<file path="src/rtl/tpt_pkg.sv">
// Shared types and constants of the trigger timestamper.
`default_nettype none
package tpt_pkg;

	localparam int CFG_ADDR_W = 3;
	localparam int CFG_DATA_W = 32;
	localparam int CD_W       = 10;

	localparam logic [CFG_ADDR_W-1:0] REG_PERIOD   = 3'd0;
	localparam logic [CFG_ADDR_W-1:0] REG_PULSE    = 3'd1;
	localparam logic [CFG_ADDR_W-1:0] REG_COMPARE  = 3'd2;
	localparam logic [CFG_ADDR_W-1:0] REG_REMAIN   = 3'd3;
	localparam logic [CFG_ADDR_W-1:0] REG_CLK_RATE = 3'd4;

	localparam logic [CD_W-1:0] PERIOD_RST   = 10'd625;
	localparam logic [CD_W-1:0] PULSE_RST    = 10'd10;
	localparam logic [7:0]      COMPARE_RST  = 8'h7F;
	localparam logic [7:0]      REMAIN_RST   = 8'd22;
	localparam logic [31:0]     CLK_RATE_RST = 32'd16000000;

	// Host command bytes
	localparam logic [7:0] CMD_START = 8'h67; // g
	localparam logic [7:0] CMD_STOP  = 8'h73; // s
	localparam logic [7:0] CMD_FREQ  = 8'h66; // f
	localparam logic [7:0] CMD_TEMP  = 8'h74; // t
	localparam logic [7:0] CMD_TIME  = 8'h54; // T

	// Packet header and trailer bytes
	localparam logic [7:0] PK_STATE = 8'h72; // r
	localparam logic [7:0] PK_FREQ  = 8'h66; // f
	localparam logic [7:0] PK_TEMP  = 8'h74; // t
	localparam logic [7:0] PK_TRIG  = 8'h54; // T
	localparam logic [7:0] PK_QUERY = 8'h51; // Q
	localparam logic [7:0] PK_END   = 8'h58; // X

	// One finished request: levels after it, and the packet it sends, if any.
	// The payload is left aligned, its first byte in the top bits.
	typedef struct packed {
		logic        trig;
		logic        run;
		logic        has_bytes;
		logic [7:0]  kind;
		logic [3:0]  len;
		logic [63:0] payload;
	} pkt_t;

endpackage
`default_nettype wire

</file>
<file path="src/rtl/trigger_pulse_timestamper.sv">
// Top level of the periodic trigger generator with packet timestamping.
//
//   Channel   Direction  Signals                       Carries
//   s_*       in         s_tvalid s_tready s_tdata     one tick or one host command byte
//                        s_tuser
//   m_*       out        m_tvalid m_tready m_tdata     one packet byte or a bare status
//                        m_tuser m_tlast
//   cfg_*     in         cfg_we cfg_addr cfg_wdata     register writes, no read-back
//
// A request is taken in the cycle it arrives if the result register is empty or is
// being emptied, so requests that answer with a single result flow at one per cycle.
// A request that sends a packet holds the input until the serialiser has sent all its
// bytes (4 to 11); the serialiser puts out one byte per cycle while the output is ready.
// Reset is asynchronous and active low; there is no clearing pass after it.
// A stalled output holds its byte and stops the input until the last byte goes.
`default_nettype none
module trigger_pulse_timestamper
	import tpt_pkg::*;
#(
	parameter int TIME_BITS     = 64,
	parameter int PRESCALE_BITS = 8
) (
	input  wire logic                  clk,
	input  wire logic                  arst_n,
	input  wire logic                  s_tvalid,
	output logic                       s_tready,
	input  wire logic [23:0]           s_tdata,  // command_byte[7:0], temperature_sample[17:8]
	input  wire logic                  s_tuser,  // func
	output logic                       m_tvalid,
	input  wire logic                  m_tready,
	output logic [15:0]                m_tdata,  // trigger_level[0], running[1], serial_byte[9:2]
	output logic                       m_tuser,  // byte_valid
	output logic                       m_tlast,
	input  wire logic                  cfg_we,
	input  wire logic [CFG_ADDR_W-1:0] cfg_addr,
	input  wire logic [CFG_DATA_W-1:0] cfg_wdata
);

	logic take;
	pkt_t pkt;

	// A request is taken only when the result register can take its answer.
	assign take = s_tvalid && s_tready;

	tpt_core #(
		.TIME_BITS     (TIME_BITS),
		.PRESCALE_BITS (PRESCALE_BITS)
	) u_core (
		.clk                (clk),
		.arst_n             (arst_n),
		.take               (take),
		.func               (s_tuser),
		.command_byte       (s_tdata[7:0]),
		.temperature_sample (s_tdata[17:8]),
		.cfg_we             (cfg_we),
		.cfg_addr           (cfg_addr),
		.cfg_wdata          (cfg_wdata),
		.pkt                (pkt)
	);

	// The serialiser turns each answer into one or more output results.
	tpt_ser u_ser (
		.clk      (clk),
		.arst_n   (arst_n),
		.load     (take),
		.pkt      (pkt),
		.free     (s_tready),
		.m_tready (m_tready),
		.m_tvalid (m_tvalid),
		.m_tdata  (m_tdata),
		.m_tuser  (m_tuser),
		.m_tlast  (m_tlast)
	);

endmodule
`default_nettype wire

</file>
<file path="src/rtl/tpt_core.sv">
// Timer state, configuration registers and per-request next-state logic.
`default_nettype none
module tpt_core
	import tpt_pkg::*;
#(
	parameter int TIME_BITS     = 64,
	parameter int PRESCALE_BITS = 8
) (
	input  wire logic                  clk,
	input  wire logic                  arst_n,
	input  wire logic                  take,
	input  wire logic                  func,
	input  wire logic [7:0]            command_byte,
	input  wire logic [9:0]            temperature_sample,
	input  wire logic                  cfg_we,
	input  wire logic [CFG_ADDR_W-1:0] cfg_addr,
	input  wire logic [CFG_DATA_W-1:0] cfg_wdata,
	output pkt_t                       pkt
);

	localparam int CW = (PRESCALE_BITS > 8) ? PRESCALE_BITS : 8;

	logic [CD_W-1:0]          period_q, pulse_q;
	logic [7:0]               compare_q, remain_q;
	logic [31:0]              clk_rate_q;

	logic [TIME_BITS-1:0]     time_q, time_n;
	logic [PRESCALE_BITS-1:0] ps_q, ps_n, ps_inc;
	logic [CD_W-1:0]          cd_q, cd_n, cd_base;
	logic                     sp_q, sp_n, trig_q, trig_n, run_q, run_n;
	logic                     cmp, ovf, skip, rise, reload;
	logic [CW-1:0]            ps_back;

	always_ff @(posedge clk or negedge arst_n) begin
		if (!arst_n) begin
			period_q   <= PERIOD_RST;
			pulse_q    <= PULSE_RST;
			compare_q  <= COMPARE_RST;
			remain_q   <= REMAIN_RST;
			clk_rate_q <= CLK_RATE_RST;
		end else if (cfg_we) begin
			case (cfg_addr)
				REG_PERIOD:   period_q   <= cfg_wdata[CD_W-1:0];
				REG_PULSE:    pulse_q    <= cfg_wdata[CD_W-1:0];
				REG_COMPARE:  compare_q  <= cfg_wdata[7:0];
				REG_REMAIN:   remain_q   <= cfg_wdata[7:0];
				REG_CLK_RATE: clk_rate_q <= cfg_wdata;
				default: ;
			endcase
		end
	end

	always_comb begin
		time_n  = time_q;
		ps_n    = ps_q;
		cd_n    = cd_q;
		sp_n    = sp_q;
		trig_n  = trig_q;
		run_n   = run_q;
		rise    = 1'b0;
		skip    = 1'b0;
		reload  = 1'b0;
		cd_base = cd_q;
		ps_inc  = ps_q + 1'b1;
		cmp     = (CW'(ps_inc) == CW'(compare_q));
		ovf     = (ps_inc == '0);
		ps_back = CW'(ps_inc) - CW'(remain_q);

		pkt.has_bytes = 1'b0;
		pkt.kind      = '0;
		pkt.len       = '0;
		pkt.payload   = '0;

		if (!func) begin
			time_n = time_q + 1'b1;
			if (run_q) begin
				ps_n = ps_inc;
				if (cmp) begin
					if (cd_q == '0) begin
						if (!sp_q) begin
							ps_n = ps_back[PRESCALE_BITS-1:0];
							sp_n = 1'b1;
							skip = 1'b1;
						end else begin
							sp_n = 1'b0;
						end
					end
					if (!skip && (cd_q == pulse_q - 1'b1)) begin
						rise = 1'b1;
					end
				end
				if (ovf) begin
					reload  = (cd_q == '0) && (cd_q != pulse_q);
					cd_base = reload ? period_q : cd_q;
					cd_n    = cd_base - 1'b1;
				end
				// A fall in the same tick wins over a rise.
				if (reload) begin
					trig_n = 1'b0;
				end else if (rise) begin
					trig_n = 1'b1;
				end
				if (rise) begin
					pkt.has_bytes = 1'b1;
					pkt.kind      = PK_TRIG;
					pkt.len       = 4'd8;
					pkt.payload   = 64'(time_n);
				end
			end
		end else begin
			case (command_byte)
				CMD_START: begin
					run_n         = 1'b1;
					pkt.has_bytes = 1'b1;
					pkt.kind      = PK_STATE;
					pkt.len       = 4'd1;
					pkt.payload   = {8'd1, 56'd0};
				end
				CMD_STOP: begin
					run_n         = 1'b0;
					pkt.has_bytes = 1'b1;
					pkt.kind      = PK_STATE;
					pkt.len       = 4'd1;
					pkt.payload   = '0;
				end
				CMD_FREQ: begin
					pkt.has_bytes = 1'b1;
					pkt.kind      = PK_FREQ;
					pkt.len       = 4'd4;
					pkt.payload   = {clk_rate_q, 32'd0};
				end
				CMD_TEMP: begin
					pkt.has_bytes = 1'b1;
					pkt.kind      = PK_TEMP;
					pkt.len       = 4'd2;
					pkt.payload   = {6'd0, temperature_sample, 48'd0};
				end
				CMD_TIME: begin
					pkt.has_bytes = 1'b1;
					pkt.kind      = PK_QUERY;
					pkt.len       = 4'd8;
					pkt.payload   = 64'(time_q);
				end
				default: ;
			endcase
		end

		pkt.trig = trig_n;
		pkt.run  = run_n;
	end

	always_ff @(posedge clk or negedge arst_n) begin
		if (!arst_n) begin
			time_q <= '0;
			ps_q   <= '0;
			cd_q   <= '0;
			sp_q   <= 1'b0;
			trig_q <= 1'b0;
			run_q  <= 1'b0;
		end else if (take) begin
			time_q <= time_n;
			ps_q   <= ps_n;
			cd_q   <= cd_n;
			sp_q   <= sp_n;
			trig_q <= trig_n;
			run_q  <= run_n;
		end
	end

endmodule
`default_nettype wire

</file>
<file path="src/rtl/tpt_ser.sv">
// Result register and byte serialiser for reply and timestamp packets.
`default_nettype none
module tpt_ser
	import tpt_pkg::*;
(
	input  wire logic        clk,
	input  wire logic        arst_n,
	input  wire logic        load,
	input  wire pkt_t        pkt,
	output logic             free,
	input  wire logic        m_tready,
	output logic             m_tvalid,
	output logic [15:0]      m_tdata,
	output logic             m_tuser,
	output logic             m_tlast
);

	logic       valid_q;
	logic [3:0] idx_q;
	pkt_t       pkt_q;
	logic [7:0] byte_out;
	logic       done;

	assign m_tlast  = !pkt_q.has_bytes || (idx_q == pkt_q.len + 4'd2);
	assign done     = valid_q && m_tready && m_tlast;
	assign free     = !valid_q || done;
	assign m_tvalid = valid_q;
	assign m_tuser  = pkt_q.has_bytes;
	assign m_tdata  = {6'd0, byte_out, pkt_q.run, pkt_q.trig};

	always_comb begin
		if (!pkt_q.has_bytes) begin
			byte_out = '0;
		end else if (idx_q == 4'd0) begin
			byte_out = pkt_q.kind;
		end else if (idx_q == 4'd1) begin
			byte_out = {4'd0, pkt_q.len};
		end else if (m_tlast) begin
			byte_out = PK_END;
		end else begin
			byte_out = pkt_q.payload[63:56];
		end
	end

	always_ff @(posedge clk or negedge arst_n) begin
		if (!arst_n) begin
			valid_q <= 1'b0;
			idx_q   <= '0;
		end else if (load) begin
			valid_q <= 1'b1;
			idx_q   <= '0;
		end else if (done) begin
			valid_q <= 1'b0;
		end else if (valid_q && m_tready) begin
			idx_q <= idx_q + 1'b1;
		end
	end

	// Payload shifts up one byte for each payload byte sent.
	always_ff @(posedge clk) begin
		if (load) begin
			pkt_q <= pkt;
		end else if (valid_q && m_tready && !m_tlast && idx_q >= 4'd2) begin
			pkt_q.payload <= {pkt_q.payload[55:0], 8'd0};
		end
	end

endmodule
`default_nettype wire

</file>
<file path="config.mk">
export PLATFORM = sky130hd
export DESIGN_NAME = trigger_pulse_timestamper
export DESIGN_NICKNAME = d
export VERILOG_FILES = /design/src/rtl/tpt_pkg.sv /design/src/rtl/trigger_pulse_timestamper.sv /design/src/rtl/tpt_core.sv /design/src/rtl/tpt_ser.sv
export SDC_FILE = /design/constraint.sdc
export NUM_CORES = 1
export LEC_CHECK = 0
export BUFFER_PORTS_ARGS = -buffer_cell sky130_fd_sc_hd__buf_2
export CAP_MARGIN = 10
export CORE_MARGIN = 10
export CORE_UTILIZATION = 50
export DETAILED_ROUTE_END_ITERATION = 10
export GPL_TIMING_DRIVEN = 0
export PLACE_DENSITY = 0.7
export SYNTH_ARGS = -nofsm -noshare
export SYNTH_HDL_FRONTEND = slang
export SYNTH_SLANG_ARGS = --single-unit
</file>
<file path="constraint.sdc">
create_clock -name clk -period 4.35 [get_ports clk]
set_input_delay 0.435 -clock clk [delete_from_list [all_inputs] [get_ports clk]]
set_output_delay 0.435 -clock clk [all_outputs]
set_load 0.01 [all_outputs]
</file>
==> results of run 1 <==
-- cells by family (layout without fill, tap and decap cells) --
family                   Yosys count  after routing  share of synthesized area
other                              1              6                   0.000277
adder cells (fa/ha/maj)           19             19                     0.0179
multiplexers                      79             79                     0.0647
XOR/XNOR                         157            157                      0.103
AND/OR/NAND/NOR                  509            509                      0.185
buffers and inverters            127            253                     0.0392
flip-flops                       234            234                      0.463
AO/OA/AOI/OAI                    273            273                      0.127
-- path summary, 6_finish.rpt --
| path | from | to | slack (ns) | cells after the start |
|---|---|---|---|---|
| setup / recovery | u_ser.pkt_q[65]$_SDFFCE_PN0P_ | u_ser.pkt_q[4]$_SDFFCE_PN0P_ | 0.24 | 9 |
| hold / removal | cfg_wdata[27] | u_core.clk_rate_q[27]$_DFFE_PN0P_ | 0.13 | 2 |
| setup reg to reg | u_ser.pkt_q[65]$_SDFFCE_PN0P_ | u_ser.pkt_q[4]$_SDFFCE_PN0P_ | 0.24 | 9 |
| hold reg to reg | u_core.sp_q$_DFFE_PN0P_ | u_core.sp_q$_DFFE_PN0P_ | 0.47 | 1 |
| max in group asynchronous | arst_n | u_core.clk_rate_q[20]$_DFFE_PN1P_ | 3.04 | 3 |
| min in group asynchronous | arst_n | u_core.remain_q[3]$_DFFE_PN0P_ | 0.44 | 2 |
-- worst reg2reg max path, delay by kind of cell (launching register included) --
kind | cells | cell delay (ns)
adder cells (fa/ha/maj) | 1 | 0.25
XOR/XNOR | 1 | 0.32
AO/OA/AOI/OAI | 2 | 0.41
buffers and inverters | 3 | 1.55
flip-flops | 1 | 0.44
AND/OR/NAND/NOR | 2 | 0.66
-- state kept, by name, summed over array words and instances, names as in the netlist, 2 cells and up --
signal,flops
u_ser.pkt_q,74
u_core.time_q,64
u_core.clk_rate_q,32
u_core.cd_q,10
u_core.period_q,10
u_core.pulse_q,10
u_core.compare_q,8
u_core.ps_q,8
u_core.remain_q,8
u_ser.idx_q,4
u_ser.m_tdata,2
-- cell usage after synthesis (all sizes together) (12+ instances only) --
cell      n
a21oi    74
a22o     12
a22oi    33
a31oi    13
and2     13
and3     45
buf      32
clkbuf   66
dfrtp   134
dfstp    24
edfxtp   76
ha       17
inv      29
mux2     68
nand2   141
nand3    54
nand4    33
nor2    123
nor3     28
nor4     17
o21ai    91
xnor2    85
xor2     71
-- layout make-up --
cell class	instances	share of cell area
multi-input combinational	1043	0.441
tap	341	0.0278
clock buffer	33	0.0461
clock inverter	17	0.0145
sequential	234	0.408
inverter	29	0.00708
timing repair buffer	76	0.0282
buffer	98	0.0274
-- per-stage QoR --
step / setup TNS (ns) / area [um2] / hold WS, ns
floorplan: 0 / 13500 / 0.139
global placement: -78.39 / 14300 / 0.460
detailed placement: 0 / 14400 / 0.418
CTS: 0 / 15300 / 0.113
global route: 0 / 15400 / 0.110
finish: 0 / 15400 / 0.125
-- layer usage --
| layer | track usage | up-vias | part of all wire |
|---|---|---|---|
| met5 | 0 | - | 0 |
| met4 | 0.0652 | 0 | 0.024 |
| met3 | 0.0297 | 56 | 0.063 |
| met2 | 0.345 | 353 | 0.48 |
| met1 | 0.279 | 5366 | 0.44 |
| li1 | - | 5206 | - |
-- power by group through the flow --
| stage | logic, mW | registers (mW) | clock network (mW) |
|---|---|---|---|
| detailed placement | 1.08 | 2.85 | 0 |
| global placement | 1.05 | 2.84 | 0 |
| finish | 1.09 | 2.81 | 2.38 |
| global route | 1.22 | 2.84 | 2.51 |
| floorplan | 0.803 | 2.77 | 0 |
| CTS | 1.09 | 2.81 | 2.42 |
-- timing repair --
item,4_1_cts,5_1_grt
resized for setup,0,1
hold buffers,1,0
setup endpoints to repair,0,64
hold endpoints to repair,51,0
==> impl_metrics.py, run 1 <==
metrics = {
    "clock_network": {
        "htree_levels": 1,
        "clkTransAtPathRegs_ns": 0.06,
        "insertion_delay_ns": 0.54,
        "postCtsSetupRepairBufs": 0,
        "clockBufferDepth": 3,
        "cts.sinks": 234,
        "numCtsBuffers": 27,
        "tritoncts": "done",
        "cts-root-buf": "clkbuf_16",
    },
    "finish": {
        "fill_cells": 2324,
        "register_area_um2": 6270,
        "syn_to_final_growth_pct": 13.6,
        "stdcell_count": 1871,
        "final_common_cell": "nand2_1",
        "layout.nets": 1592,
        "diodes": 0,
        "final_cell_mix": "nand2_1, dfrtp_1, nor2_1",
        "final_util": 0.573,
        "multi_input_area_um2": 6780,
        "drive_above_1_share": 0.165,
    },
    "synthesis": {
        "synth_top_area_share": 0.248,
        "synth_top_cell_by_area": "dfrtp_1",
        "synth.distinct_cells": 72,
        "async_flop_share": 0.675,
        "synth_ff_type": "dfrtp_1",
        "ys_seq_elements": 234,
        "synth_area_leaders": "dfrtp_1, edfxtp_1, mux2_2",
        "ys_warn_count": 0,
        "synthCells": 1399,
        "synth_area_um2": 13500,
        "synth_edf_count": 76,
        "synth-seq-area-share": 0.463,
        "syn_avg_cell_area_um2": 9.67,
    },
    "floorplanning": {
        "ios": 85,
        "fp-row-count": 60,
        "fp.dieH_um": 185,
        "design.die.area_um2": 34000,
        "die_x_um": 185,
        "start_util": 0.505,
        "core_um2": 26800,
    },
    "routing": {
        "first_pass_iters": 7,
        "wl_per_cell_um": 19.1,
        "routed_wl_um": 35800,
        "vias": 10981,
        "drt-initial-drc-count": 1082,
        "ant_nets": 0,
        "drc": 0,
        "vias_per_cell": 5.87,
    },
    "worst_setup_path": {
        "start_kind": "flop",
        "cp_slowest_stage_delay_ns": 0.65,
        "path_cells": "ha_1, xor3_1, o41a_1, o21ai_2, nand2_1, clkbuf_1, clkbuf_1, clkbuf_1, nand2_8",
        "crit_type": "reg -> reg",
        "crit_family": "buffers and inverters",
        "critPathRequiredTime_ns": 4.48,
        "cp_common_cell": "clkbuf_1",
        "crit_buf_inv": 3,
        "cp_max_fo": 64,
        "crit_slowest_cell": "clkbuf_1",
        "crit_arrival_ns": 4.24,
        "cp-end-kind": "flop",
    },
    "global_routing": {
        "grt_max_degree": 96,
        "grt_overflow": 0,
        "grt_pass1_vias": 10834,
        "grt_first_pass_wirelength_um": 57500,
        "grtUsageTotal": 0.210,
        "antenna_found_initial": 0,
    },
    "placed_design": {
        "port_buffers": 71,
        "place_ws_ns": 0.103,
        "place_inst": 1818,
        "gp_congestion": 0.906,
        "hpwl_um": 25800,
    },
    "power_and_ir_drop": {
        "p_int_mw": 4.53,
        "power.share.switching": 0.278,
        "seq_power_share": 0.447,
        "power.density_nw_per_um2": 408,
        "p_comb_frac": 0.173,
        "total_power_mw": 6.27,
        "pwr-share-clk": 0.379,
        "leakagePower_nw": 6.15,
        "ir_drop_mv": 0.283,
        "switchingPower_mw": 1.75,
    },
    "timing": {
        "fin_crit_ns": 4.11,
        "skew_ns": 0.0189,
        "rsz0062_at_grt": "no",
        "setup_viol": 0,
        "postLayoutSetupSlackWorst_ns": 0.238,
        "fmax_ghz": 0.243,
        "max_slew_margin": 0.273,
        "tightestPinTransition_ns": 1.08,
        "final-max-slew-violation-count": 0,
        "finalCritPeriodShare": 0.945,
        "hold_viol": 0,
    },
    "hold_path": {
        "holdCritPathClass": "in -> reg",
    },
    "run": {
        "maxCapViolCount": 0,
    },
    "status": {
        "outcome": "completed",
    },
}
(Power assumes the default switching activity.)
==> run 2, diff against run 1 <==
CTS_BUF_LIST = sky130_fd_sc_hd__clkbuf_8   (was default)
==> impl_metrics.py, run 2 (synthesis gave the netlist of run 1 again) <==
metrics = {
    "finish": {
        "top_register": "u_ser.pkt_q",
        "fill_cells": 2350,
        "final_common_cell": "nand2_1",
        "diodes": 0,
        "final_cell_area_um2": 15300,
        "reg.largest.list": "u_ser.pkt_q: 74 flops, u_core.time_q: 64 flops, u_core.clk_rate_q: 32 flops",
        "drive_above_1_share": 0.171,
        "largest_reg_flops": 74,
        "syn_to_final_growth_pct": 12.9,
        "layout.nets": 1608,
        "final_cell_mix": "nand2_1, dfrtp_1, nor2_1",
    },
    "worst_setup_path": {
        "crit_slowest_cell": "clkbuf_1",
        "cp-end-kind": "flop",
        "path_cells": "ha_1, xor3_1, o41a_1, o21ai_2, nand2_1, clkbuf_1, clkbuf_1, clkbuf_1, nand2_8",
        "crit_type": "reg -> reg",
        "crit_arrival_ns": 4.25,
        "critPathRequiredTime_ns": 4.50,
        "start_kind": "flop",
        "cp_common_cell": "clkbuf_1",
        "cp_max_fo": 64,
        "cp_slowest_stage_delay_ns": 0.65,
    },
    "power_and_ir_drop": {
        "total_power_mw": 5.95,
        "leakagePower_nw": 6.19,
        "ir_drop_mv": 0.207,
        "power.density_nw_per_um2": 389,
    },
    "clock_network": {
        "cts-root-buf": "clkbuf_8",
        "insertion_delay_ns": 0.56,
        "cts.sinks": 234,
        "htree_levels": 2,
        "clkTransAtPathRegs_ns": 0.06,
        "tritoncts": "done",
        "numCtsBuffers": 43,
        "postCtsSetupRepairBufs": 0,
        "clockBufferDepth": 3,
    },
    "timing": {
        "max_slew_margin": 0.259,
        "hold_viol": 0,
        "finalCritPeriodShare": 0.944,
        "rsz0062_at_grt": "no",
        "setup_tns_ns": 0,
        "whs_ns": 0.116,
        "setup_viol": 0,
        "final-max-slew-violation-count": 0,
        "skew_ns": 0.0250,
        "fin_crit_ns": 4.10,
        "postLayoutSetupSlackWorst_ns": 0.245,
        "fmax_ghz": 0.244,
        "tightestPinTransition_ns": 1.10,
    },
    "placed_design": {
        "port_buffers": 71,
        "postPlaceCellArea_um2": 14400,
        "gp_congestion": 0.906,
        "hpwl_um": 25800,
        "place_ws_ns": 0.103,
    },
    "global_routing": {
        "grt_pass1_vias": 10918,
        "grtUsageTotal": 0.211,
        "grt_first_pass_wirelength_um": 57600,
        "grt_overflow": 0,
        "grt_max_degree": 96,
        "antenna_found_initial": 0,
    },
    "routing": {
        "drt-initial-drc-count": 1160,
        "ant_nets": 0,
        "vias": 11067,
        "first_pass_iters": 5,
        "wl_per_cell_um": 18.9,
        "vias_per_cell": 5.82,
        "drc": 0,
        "routed_wl_um": 35900,
    },
    "floorplanning": {
        "design.die.area_um2": 34000,
        "ios": 85,
        "fp.dieH_um": 185,
        "fp-row-count": 60,
        "core_um2": 26800,
        "start_util": 0.505,
        "die_x_um": 185,
    },
    "hold_path": {
        "holdCritPathClass": "in -> reg",
    },
    "status": {
        "outcome": "completed",
    },
    "run": {
        "maxCapViolCount": 0,
    },
}
==> run 2: cell types whose count changed in the layout (fill, tap and decap cells not counted) <==
cell and change:
clkinv_4 -1, clkinv_2 -2, clkinvlp_4 -2, clkbuf_8 +50
clkbuf_1 -5, inv_1 +15, clkbuf_16 -27, clkinv_1 +5
bufinv_16 -4
==> run 2: timing repair <==
action                                 CTS  global route
endpoints found under the hold margin   51             0
gates resized for setup                  0             1
hold buffers                             1             0
setup endpoints to repair                0            64
==> run 2: worst max-delay path, delay by kind of cell (launching register included) <==
kind / cells / cell delay [ns]
AOI/OAI and AO/OA: 2 / 0.41
xor gates and xnor gates: 1 / 0.32
adders and majority gates: 1 / 0.25
buffers and inverters: 3 / 1.53
DFF: 1 / 0.45
and+or+nand+nor: 2 / 0.66
==> run 2: power breakdown <==
part	switching, mW	internal [mW]	total [mW]
Sequential	0.223	2.59	2.81
Combinational	0.601	0.485	1.09
Clock	0.933	1.12	2.06
==> run 2: cell type report <==
type | instances | area, um2 | share of cell area
buffer | 98 | 422 | 0.0276
clock buffer | 51 | 702 | 0.0459
clock inverter | 28 | 144 | 0.00942
inverter | 29 | 109 | 0.00712
multi-input combinational | 1043 | 6780 | 0.444
sequential | 234 | 6270 | 0.410
tap | 341 | 427 | 0.0279
timing repair buffer | 76 | 433 | 0.0283
==> run 2: per-layer routing <==
metal / track usage / up-vias / share of wire
met4: 0.0780 / 0 / 0.027
met5: 0 / - / 0
li1: - / 5226 / -
met3: 0.0400 / 69 / 0.072
met2: 0.340 / 380 / 0.47
met1: 0.275 / 5392 / 0.43
==> run 2: path summary, 6_finish.rpt <==
check / slack (ns) / startpoint / depth (start not counted) / endpoint
worst min-delay path: 0.12 / cfg_wdata[30] / 2 / u_core.clk_rate_q[30]$_DFFE_PN0P_
worst min register to register: 0.48 / u_core.sp_q$_DFFE_PN0P_ / 1 / u_core.sp_q$_DFFE_PN0P_
min in group asynchronous: 0.41 / arst_n / 2 / u_core.remain_q[3]$_DFFE_PN0P_
worst max register to register: 0.25 / u_ser.pkt_q[65]$_SDFFCE_PN0P_ / 9 / u_ser.pkt_q[15]$_DFFE_PP_
worst max-delay path: 0.25 / u_ser.pkt_q[65]$_SDFFCE_PN0P_ / 9 / u_ser.pkt_q[15]$_DFFE_PP_
max in group asynchronous: 3.05 / arst_n / 3 / u_core.clk_rate_q[20]$_DFFE_PN1P_
==> run 2: metrics by stage <==
step,cells,util
finish,1900,0.570
global route,1900,0.570
CTS,1898,0.569
detailed placement,1818,0.537
global placement,1816,0.535
floorplan,1404,-
